==> src/rtl/core/text_console_writer_defines.svh <==
// Assertion macros shared by the text console writer RTL
`ifndef TEXT_CONSOLE_WRITER_DEFINES_SVH
`define TEXT_CONSOLE_WRITER_DEFINES_SVH

// same-cycle implication, sampled on clk, off while rst_n is low
`define TCW_ASSERT_HOLDS(label, ante, cons, msg) \
    label: assert property (@(posedge clk) disable iff (!rst_n) (ante) |-> (cons)) \
        else $error(msg);

// next-cycle implication, sampled on clk, off while rst_n is low
`define TCW_ASSERT_NEXT(label, ante, cons, msg) \
    label: assert property (@(posedge clk) disable iff (!rst_n) (ante) |=> (cons)) \
        else $error(msg);

`endif

==> src/rtl/core/tcw_pkg.sv <==
// Shared types and constants of the text console writer
`default_nettype none

package tcw_pkg;

    localparam int COLUMNS_DEFAULT = 80;
    localparam int ROWS_DEFAULT    = 25;

    localparam int CMD_W     = 2;
    localparam int CHAR_W    = 8;
    localparam int ATTR_W    = 8;
    localparam int CELL_W    = 16;
    localparam int ADDR_IN_W = 11;
    localparam int POS_OUT_W = 11;

    localparam logic [CMD_W-1:0] CMD_PRINT = 2'd0;
    localparam logic [CMD_W-1:0] CMD_CLEAR = 2'd1;
    localparam logic [CMD_W-1:0] CMD_READ  = 2'd2;
    localparam logic [CMD_W-1:0] CMD_NONE  = 2'd3;

    localparam logic [CHAR_W-1:0] CHAR_SPACE = 8'h20;
    localparam logic [CHAR_W-1:0] CHAR_LF    = 8'h0A;
    localparam logic [CHAR_W-1:0] CHAR_CR    = 8'h0D;
    localparam logic [CHAR_W-1:0] CHAR_BS    = 8'h08;

    localparam logic [ATTR_W-1:0] ATTR_RESET = 8'h0F;

    typedef enum logic [2:0] {
        K_PRINT,
        K_LF,
        K_CR,
        K_BS,
        K_CLEAR,
        K_READ,
        K_NOP
    } kind_t;

    typedef enum logic [2:0] {
        COL_HOLD,
        COL_ZERO,
        COL_INC,
        COL_DEC,
        COL_LAST
    } col_op_t;

    typedef enum logic [1:0] {
        BASE_HOLD,
        BASE_ZERO,
        BASE_ADD,
        BASE_SUB
    } base_op_t;

    typedef enum logic [1:0] {
        SWEEP_HOLD,
        SWEEP_ZERO,
        SWEEP_INC
    } sweep_op_t;

    typedef enum logic [1:0] {
        WA_CURSOR,
        WA_CURSOR_M1,
        WA_SWEEP
    } wa_sel_t;

    typedef enum logic [1:0] {
        RA_ITEM,
        RA_CURSOR_M1,
        RA_SWEEP_ROW
    } ra_sel_t;

    typedef enum logic [2:0] {
        WD_LIVE_CHAR,
        WD_HELD_CHAR,
        WD_BLANK,
        WD_RESET_BLANK,
        WD_COPY
    } wd_sel_t;

    typedef struct packed {
        logic      latch;
        col_op_t   col_op;
        base_op_t  base_op;
        sweep_op_t sweep_op;
        logic      wr_en;
        wa_sel_t   wa_sel;
        wd_sel_t   wd_sel;
        logic      rd_en;
        ra_sel_t   ra_sel;
        logic      load_result;
    } ctrl_cmd_t;

    typedef struct packed {
        kind_t kind;
        logic  col_zero;
        logic  col_full;
        logic  base_zero;
        logic  base_last;
        logic  rd_space;
        logic  sweep_last;
        logic  sweep_copy_end;
    } ctrl_status_t;

endpackage

`default_nettype wire

==> src/rtl/core/tcw_controller.sv <==
// Controller: sequences each word through the datapath and holds the result flag
`default_nettype none

module tcw_controller (
    input  wire logic                   clk,
    input  wire logic                   rst_n,
    input  wire logic                   item_valid,
    output logic                        item_ready,
    input  wire logic                   result_ready,
    output logic                        result_valid,
    input  wire tcw_pkg::ctrl_status_t  status,
    output tcw_pkg::ctrl_cmd_t          ctrl
);

    localparam logic [3:0] S_INIT     = 4'd0;
    localparam logic [3:0] S_IDLE     = 4'd1;
    localparam logic [3:0] S_FINISH   = 4'd2;
    localparam logic [3:0] S_CLEAR    = 4'd3;
    localparam logic [3:0] S_SCR_RD   = 4'd4;
    localparam logic [3:0] S_SCR_WR   = 4'd5;
    localparam logic [3:0] S_FILL     = 4'd6;
    localparam logic [3:0] S_PUT      = 4'd7;
    localparam logic [3:0] S_BS_FIRST = 4'd8;
    localparam logic [3:0] S_BS_RD    = 4'd9;
    localparam logic [3:0] S_BS_CHK   = 4'd10;

    logic [3:0] state_reg;
    logic [3:0] state_next;
    logic       then_put_reg;
    logic       then_put_next;
    logic       out_valid_reg;
    logic       out_valid_next;
    logic       out_free;

    assign out_free = !out_valid_reg || result_ready;

    always_comb
    begin
        ctrl          = '0;
        state_next    = state_reg;
        then_put_next = then_put_reg;
        item_ready    = 1'b0;

        unique case (state_reg)
            S_INIT:
            begin
                ctrl.wr_en  = 1'b1;
                ctrl.wa_sel = tcw_pkg::WA_SWEEP;
                ctrl.wd_sel = tcw_pkg::WD_RESET_BLANK;
                if (status.sweep_last)
                begin
                    state_next = S_IDLE;
                end
                else
                begin
                    ctrl.sweep_op = tcw_pkg::SWEEP_INC;
                end
            end

            S_IDLE:
            begin
                item_ready = 1'b1;
                if (item_valid)
                begin
                    ctrl.latch    = 1'b1;
                    ctrl.sweep_op = tcw_pkg::SWEEP_ZERO;
                    then_put_next = status.kind == tcw_pkg::K_PRINT;
                    state_next    = S_FINISH;
                    unique case (status.kind)
                        tcw_pkg::K_PRINT:
                        begin
                            if (status.col_full)
                            begin
                                // row full: new line first, then store the byte
                                ctrl.col_op = tcw_pkg::COL_ZERO;
                                if (status.base_last)
                                begin
                                    state_next = S_SCR_RD;
                                end
                                else
                                begin
                                    ctrl.base_op = tcw_pkg::BASE_ADD;
                                    state_next   = S_PUT;
                                end
                            end
                            else
                            begin
                                ctrl.wr_en  = 1'b1;
                                ctrl.wa_sel = tcw_pkg::WA_CURSOR;
                                ctrl.wd_sel = tcw_pkg::WD_LIVE_CHAR;
                                ctrl.col_op = tcw_pkg::COL_INC;
                            end
                        end
                        tcw_pkg::K_LF:
                        begin
                            ctrl.col_op = tcw_pkg::COL_ZERO;
                            if (status.base_last)
                            begin
                                state_next = S_SCR_RD;
                            end
                            else
                            begin
                                ctrl.base_op = tcw_pkg::BASE_ADD;
                            end
                        end
                        tcw_pkg::K_CR:
                        begin
                            ctrl.col_op = tcw_pkg::COL_ZERO;
                        end
                        tcw_pkg::K_BS:
                        begin
                            if (!status.col_zero)
                            begin
                                ctrl.col_op = tcw_pkg::COL_DEC;
                                ctrl.wr_en  = 1'b1;
                                ctrl.wa_sel = tcw_pkg::WA_CURSOR_M1;
                                ctrl.wd_sel = tcw_pkg::WD_BLANK;
                            end
                            else if (!status.base_zero)
                            begin
                                // fetch last cell of the row above
                                ctrl.base_op = tcw_pkg::BASE_SUB;
                                ctrl.col_op  = tcw_pkg::COL_LAST;
                                ctrl.rd_en   = 1'b1;
                                ctrl.ra_sel  = tcw_pkg::RA_CURSOR_M1;
                                state_next   = S_BS_FIRST;
                            end
                        end
                        tcw_pkg::K_CLEAR:
                        begin
                            state_next = S_CLEAR;
                        end
                        tcw_pkg::K_READ:
                        begin
                            ctrl.rd_en  = 1'b1;
                            ctrl.ra_sel = tcw_pkg::RA_ITEM;
                        end
                        default:
                        begin
                        end
                    endcase
                end
            end

            S_CLEAR:
            begin
                ctrl.wr_en  = 1'b1;
                ctrl.wa_sel = tcw_pkg::WA_SWEEP;
                ctrl.wd_sel = tcw_pkg::WD_BLANK;
                if (status.sweep_last)
                begin
                    ctrl.base_op = tcw_pkg::BASE_ZERO;
                    ctrl.col_op  = tcw_pkg::COL_ZERO;
                    state_next   = S_FINISH;
                end
                else
                begin
                    ctrl.sweep_op = tcw_pkg::SWEEP_INC;
                end
            end

            S_SCR_RD:
            begin
                ctrl.rd_en  = 1'b1;
                ctrl.ra_sel = tcw_pkg::RA_SWEEP_ROW;
                state_next  = S_SCR_WR;
            end

            S_SCR_WR:
            begin
                ctrl.wr_en    = 1'b1;
                ctrl.wa_sel   = tcw_pkg::WA_SWEEP;
                ctrl.wd_sel   = tcw_pkg::WD_COPY;
                ctrl.sweep_op = tcw_pkg::SWEEP_INC;
                state_next    = status.sweep_copy_end ? S_FILL : S_SCR_RD;
            end

            S_FILL:
            begin
                ctrl.wr_en  = 1'b1;
                ctrl.wa_sel = tcw_pkg::WA_SWEEP;
                ctrl.wd_sel = tcw_pkg::WD_BLANK;
                if (status.sweep_last)
                begin
                    state_next = then_put_reg ? S_PUT : S_FINISH;
                end
                else
                begin
                    ctrl.sweep_op = tcw_pkg::SWEEP_INC;
                end
            end

            S_PUT:
            begin
                ctrl.wr_en  = 1'b1;
                ctrl.wa_sel = tcw_pkg::WA_CURSOR;
                ctrl.wd_sel = tcw_pkg::WD_HELD_CHAR;
                ctrl.col_op = tcw_pkg::COL_INC;
                state_next  = S_FINISH;
            end

            S_BS_FIRST:
            begin
                if (!status.rd_space)
                begin
                    ctrl.wr_en  = 1'b1;
                    ctrl.wa_sel = tcw_pkg::WA_CURSOR;
                    ctrl.wd_sel = tcw_pkg::WD_BLANK;
                    state_next  = S_FINISH;
                end
                else
                begin
                    state_next = S_BS_RD;
                end
            end

            S_BS_RD:
            begin
                // column bound before the cell to the left is fetched
                if (status.col_zero)
                begin
                    state_next = S_FINISH;
                end
                else
                begin
                    ctrl.rd_en  = 1'b1;
                    ctrl.ra_sel = tcw_pkg::RA_CURSOR_M1;
                    state_next  = S_BS_CHK;
                end
            end

            S_BS_CHK:
            begin
                if (status.rd_space)
                begin
                    ctrl.col_op = tcw_pkg::COL_DEC;
                    state_next  = S_BS_RD;
                end
                else
                begin
                    state_next = S_FINISH;
                end
            end

            S_FINISH:
            begin
                if (out_free)
                begin
                    ctrl.load_result = 1'b1;
                    state_next       = S_IDLE;
                end
            end

            default:
            begin
                state_next = S_IDLE;
            end
        endcase
    end

    always_comb
    begin
        if (ctrl.load_result)
        begin
            out_valid_next = 1'b1;
        end
        else if (result_ready)
        begin
            out_valid_next = 1'b0;
        end
        else
        begin
            out_valid_next = out_valid_reg;
        end
    end

    always_ff @(posedge clk or negedge rst_n)
    begin
        if (!rst_n)
        begin
            state_reg     <= S_INIT;
            then_put_reg  <= 1'b0;
            out_valid_reg <= 1'b0;
        end
        else
        begin
            state_reg     <= state_next;
            then_put_reg  <= then_put_next;
            out_valid_reg <= out_valid_next;
        end
    end

    assign result_valid = out_valid_reg;

endmodule

`default_nettype wire

==> config.mk <==
export PLATFORM = sky130hd
export DESIGN_NAME = tcw_controller
export DESIGN_NICKNAME = d
export VERILOG_FILES = /design/src/rtl/core/text_console_writer_defines.svh /design/src/rtl/core/tcw_pkg.sv /design/src/rtl/core/tcw_controller.sv
export SDC_FILE = /design/constraint.sdc
export NUM_CORES = 1
export LEC_CHECK = 0
export BUFFER_PORTS_ARGS = -buffer_cell sky130_fd_sc_hd__buf_2
export CORE_MARGIN = 5
export CORE_UTILIZATION = 52
export DETAILED_ROUTE_END_ITERATION = 8
export GPL_ROUTABILITY_DRIVEN = 1
export PLACE_DENSITY_LB_ADDON = 0.08
export SETUP_SLACK_MARGIN = 0.4
export SLEW_MARGIN = 20
export SYNTH_ARGS = -nofsm -noshare
export SYNTH_HDL_FRONTEND = slang
export SYNTH_SLANG_ARGS = --single-unit
==> constraint.sdc <==
create_clock -name clk -period 3.9 [get_ports clk]
set_input_delay 0 -clock clk [delete_from_list [all_inputs] [get_ports clk]]
set_output_delay 0 -clock clk [all_outputs]
set_load 0.03 [all_outputs]
==> impl_metrics.tcl, run 1 <==
set metrics [dict create \
    cp-end-kind "output pin" \
    status "finished clean" \
    yosys.cell_types.count 43 \
    p_int_uw 328.7 \
    first_global_vias 899 \
    finClkSkew_ps 1.551 \
    setup_violations 0 \
    routed_wl_mm 2.273 \
    power_frac_clock_pct 6.6 \
    hpwl_mm 1.807 \
    p_leak_uw 0.0004687 \
    power_uw 798.8 \
    ys_ff_latch 6 \
    finalWorstPathRequiredPeriod_ps 2155 \
    netlist_area_um2 907.1 \
    p_sw_uw 470.1 \
    track_usage_pct 18.54 \
    avgViaCountPerCell 5.873 \
    ctsResizeCount 0 \
    std_cell_rows 15 \
    place_congestion 0.8652 \
    drive_above_1_share_pct 32.89 \
    areaGrowthSynthToFinish_pct 13.93 \
    hold_viol 0 \
    antenna_found_initial 0 \
    cts_buffers 3 \
    drt_iter0_drc 32 \
    slew_headroom_pct 55.83 \
    drc 0 \
    diodes 0 \
    hold_class "in2reg" \
    synth_edf_count 0 \
    fill_cells 167 \
    cts_buffer_depth 2 \
    yosys.area.top_type "dfrtp_1" \
    fin_util_pct 61.19 \
    period_share_pct 55.25 \
    overflow 0 \
    power_frac_seq_pct 20.9 \
    cts_sinks 6 \
    core_um2 1689 \
    yosys-top-cells-area "dfrtp_1 (17%), o21ai_0 (7.2%), nand2_1 (6.6%)" \
    fin_nets 165 \
    max-vdd-ir-drop_uv 582.5 \
    syn_nets 139 \
    grt_pass1_wl_mm 3.829 \
    grt_max_degree 25 \
    post-cts-setup-buffer-count 0 \
    largest_reg_flops 4 \
    p_comb_share_pct 72.5 \
    start_util_pct 53.70 \
    cp-start-kind "flip-flop" \
    synth.avg_cell_area_um2 7.257 \
    wl_per_cell_um 13.69 \
    final.setup.tns_ps 0 \
    dr.pass1.iters 4 \
    ys_seq_area_share_pct 16.55 \
    arrival_ps 2150 \
    path_class "reg2out" \
    h-tree-depth 1 \
    cts-root-buf "clkbuf_4" \
    port_buffers 33 \
    switching_share_pct 58.85 \
    cts_tree "yes" \
    worstPathRequired_ps 3900 \
    dieHeight_um 51.77 \
    fmax_mhz 464.1 \
    async_flop_share_pct 100.0 \
    clk_latency_ps 230 \
    path_clk_slew_ps 40 \
    slew_viol_final 0 \
    power.density_nw_per_um2 772.9 \
    worst_pin_slew_ps 662.6 \
    yosysTopAreaCellShare_pct 16.55 \
    yosysWarnings 0 \
    num_io_pins 34 \
    antenna_left 0 \
    synthCells 125 \
    synth_ff_type "dfrtp_1" \
    rsz0062_at_grt "false" \
    vias 975 \
    drv_cap 0 \
    critPathMaxFanout 24 \
    dieWidth_um 51.77 \
    dieArea_um2 2680 \
]
synthesized netlist by cell type (all sizes together), types with 3 or more instances:
master  count
nand2b      6
nor2       14
o21ai      15
nand2      18
buf         9
nor3        9
clkbuf      4
nor4        4
nand3       3
a31oi       5
dfrtp       6
a21oi       3
inv         4
mux2        3
critical path, cell delays in order (launching register included):
cell and delay [ps]:
dfrtp_1 750, nor4b_4 360, nand2_2 190, nor4_1 290, a311o_2 150, buf_2 190
final cells by class:
class / count / area [um2] / share of cell area, %
Clock buffer: 3 / 22.52 / 2.179
Inverter: 4 / 15.01 / 1.453
Multi-Input combinational cell: 102 / 649.4 / 62.83
Sequential cell: 6 / 150.1 / 14.53
Tap cell: 17 / 21.27 / 2.058
Timing Repair Buffer: 34 / 175.2 / 16.95
final timing paths:
kind,cells after the start,from,slack (ps),endpoint
worst max-delay path,5,state_reg[0],1750,ctrl[3]
worst min-delay path,2,status[1],50,state_reg[2]
worst max register to register,4,state_reg[0],1890,state_reg[1]
worst min register to register,2,then_put_reg,530,then_put_reg
max in group asynchronous,2,rst_n,3640,state_reg[1]
min in group asynchronous,2,rst_n,130,then_put_reg
through the flow:
step           cell area, um2  hold slack (ps)  setup WS, ps  cells
6_report                 1033            54.26          1745    166
5_1_grt                  1033            46.53          1529    166
4_1_cts                  1033            49.74          1727    166
3_5_place_dp             1001           -175.9          1909    162
3_3_place_gp             1001           -176.9          1954    162
2_1_floorplan           907.1           -295.6          1749    125
power groups by stage:
stage	clock (uW)	combinational, uW	sequential (uW)
2_1_floorplan	0	533	111
3_3_place_gp	0	575	164
3_5_place_dp	0	583	165
4_1_cts	56.8	585	164
5_1_grt	64.5	629	177
6_report	53.1	579	167
routing by layer:
metal  up-vias  routed length (um)  part of all wire [%]  global-route usage, %
li1        494                   -                     -                      -
met1       449                 992                    44                  23.37
met2        32                1160                    51                  32.42
met3         0                 120                   5.3                  1.146
met4         0                   0                     0                  7.860
met5         -                   0                     0                      0
cell usage in the layout (no fill, tap or decap), drive strengths merged, types with 2 or more instances in the layout:
cell type  count
buf           33
nand2         18
o21ai         15
nor2          14
nor3           9
dfrtp          6
nand2b         6
a31oi          5
inv            4
nor4           4
nand3          3
a21oi          3
clkbuf         3
mux2           3
nor2b          2
o22ai          2
o211ai         2
o22a           2
nor4b          2
timing repair:
| action | CTS | global route |
|---|---|---|
| endpoints found under the setup margin | 0 | 0 |
| hold endpoints to repair | 6 | 0 |
| hold buffers | 1 | 0 |
logic make-up after synthesis:
group                     after synthesis  synth area share (%)
DFF                                     6                 16.55
buffers and inverters                  17                 11.86
muxes                                   3                 4.137
xor gates and xnor gates                2                 1.931
AOI/OAI and AO/OA                      35                 26.62
and+or+nand+nor                        62                 38.90
Note: power is estimated with default switching activity, not from simulation.
==> run 2, diff against run 1 <==
--- a/config.mk
+++ b/config.mk
@@ -7,7 +7,7 @@
 export LEC_CHECK = 0
 export BUFFER_PORTS_ARGS = -buffer_cell sky130_fd_sc_hd__buf_2
 export CORE_MARGIN = 5
-export CORE_UTILIZATION = 52
+export CORE_UTILIZATION = 44
 export DETAILED_ROUTE_END_ITERATION = 8
 export GPL_ROUTABILITY_DRIVEN = 1
 export PLACE_DENSITY_LB_ADDON = 0.08
==> constraint.sdc (replaced) <==
create_clock -name clk -period 1.74 [get_ports clk]
set_input_delay 0 -clock clk [delete_from_list [all_inputs] [get_ports clk]]
set_output_delay 0 -clock clk [all_outputs]
set_load 0.03 [all_outputs]
==> impl_metrics.tcl, run 2 (synthesized netlist as in run 1, its figures left out) <==
set metrics [dict create \
    status "finished, violations left" \
    violations "setup timing" \
    cts_sinks 6 \
    dieArea_um2 3070 \
    dr.pass1.iters 4 \
    critPathMaxFanout 4 \
    arrival_ps 1880 \
    cts_buffers 3 \
    hold_viol 0 \
    fin_util_pct 76.28 \
    first_global_vias 1037 \
    hold_ws_ps 97.25 \
    start_util_pct 46.24 \
    grt_max_degree 13 \
    hold_class "in2reg" \
    final.setup.tns_ps -23.86 \
    drt_iter0_drc 44 \
    clk_latency_ps 230 \
    p_sw_uw 1373 \
    drt-met1-wl_mm 1.255 \
    mostFrequentLayoutCell "buf_4" \
    antenna_left 0 \
    avgViaCountPerCell 5.657 \
    antenna_found_initial 0 \
    fin_nets 190 \
    setup_slack_ps -23.86 \
    overflow 0 \
    setup_violations 1 \
    h-tree-depth 1 \
    vias 1137 \
    finClkSkew_ps 3.300 \
    path_clk_slew_ps 40 \
    worst_pin_slew_ps 458.6 \
    met3WireLength_um 173 \
    power.density_nw_per_um2 1792 \
    power_frac_seq_pct 10.1 \
    most-common-layout-cells "buf_4 (26), buf_2 (16), buf_6 (16)" \
    dieWidth_um 55.41 \
    track_usage_pct 17.79 \
    drc 0 \
    rsz0062_at_grt "true" \
    max-vdd-ir-drop_uv 1271 \
    place_congestion 0.7808 \
    cts_buffer_depth 2 \
    p_comb_share_pct 85.6 \
    cts-root-buf "clkbuf_4" \
    routed_wl_mm 3.127 \
    dieHeight_um 55.41 \
    largest_reg_flops 4 \
    cp-end-kind "flip-flop" \
    power_frac_clock_pct 4.4 \
    drive_above_1_share_pct 58.62 \
    hpwl_mm 2.102 \
    fmax_mhz 566.9 \
    drv_cap 0 \
    path_class "reg2reg" \
    slew_headroom_pct 69.10 \
    finalWorstPathRequiredPeriod_ps 1764 \
    grt_pass1_wl_mm 4.588 \
    wl_per_cell_um 15.56 \
    diodes 0 \
    std_cell_rows 16 \
    port_buffers 33 \
    top_layer_used "met4" \
    core_um2 1962 \
    p_int_uw 1309 \
    p_leak_uw 0.0006458 \
    switching_share_pct 51.20 \
    dr_wl_met2_mm 1.632 \
    period_share_pct 101.4 \
    num_io_pins 34 \
    areaGrowthSynthToFinish_pct 64.97 \
    cp-start-kind "flip-flop" \
    cts_tree "yes" \
    slew_viol_final 0 \
    worstPathRequired_ps 1860 \
]
-- run 2: changes by cell type in the layout (fill, tap and decap cells not counted), moves of 3 or more --
cell     before  now
buf_4         0   26
buf_2        33   16
buf_6         0   16
nand2_1      16   11
dfrtp_1       6    2
dfrtp_2       0    4
nand2_2       1    5
o21ai_0      13    9
nor2_1       14   11
nor3_1        9    6
-- run 2: stage by stage --
step | total power [uW] | instance area (um2) | setup WS (ps) | std cells
finish | 2682 | 1496 | -23.86 | 201
global route | 2853 | 1496 | -74.97 | 201
CTS | 2452 | 1363 | 42.99 | 196
detailed placement | 1936 | 1150 | 57.95 | 186
global placement | 1921 | 1150 | 105.3 | 186
floorplan | 1503 | 938.4 | -319.7 | 125
-- run 2: path summary, 6_finish.rpt --
path	start	to	slack [ps]	cells after the start
min in group asynchronous	rst_n	result_valid	130	2
worst min register to register	then_put_reg	then_put_reg	510	2
max in group asynchronous	rst_n	state_reg[3]	1460	2
worst max-delay path	state_reg[2]	state_reg[1]	-20	6
worst min-delay path	result_ready	result_valid	100	3
worst max register to register	state_reg[2]	state_reg[1]	-20	6
-- run 2: power by group through the flow --
| stage | combinational (uW) | sequential (uW) | clock (uW) |
|---|---|---|---|
| 2_1_floorplan | 1250 | 248 | 0 |
| 3_3_place_gp | 1640 | 277 | 0 |
| 6_report | 2290 | 270 | 118 |
| 3_5_place_dp | 1660 | 280 | 0 |
| 5_1_grt | 2430 | 281 | 143 |
| 4_1_cts | 2060 | 269 | 127 |
-- run 2: layer usage --
metal	up-vias	track usage [%]
li1	550	-
met3	8	3.030
met2	45	30.07
met5	-	0
met1	534	21.82
met4	0	7.986
-- run 2: timing repair --
action / in CTS / in global routing
buffers inserted: 6 / 5
setup endpoints to repair: 24 / 24
pin swaps: 7 / 7
endpoints found under the hold margin: 6 / 0
hold buffers: 1 / 0
gates resized for setup: 40 / 25
-- run 2: layout make-up --
cell class / instances / area [um2]
multi-input cells: 102 / 804.5
repair buffers: 59 / 465.4
fillers: 150 / 465.4
flip-flops and latches: 6 / 155.1
well taps: 27 / 33.78
clock buffers: 3 / 22.52
inverters: 4 / 15.01
-- run 2: critical path: stages, from the launching register on --
cell and delay, ps:
dfrtp_2 430, buf_4 150, buf_6 120, xor2_4 150
mux2_4 290, o2bb2ai_4 190, mux2_4 320
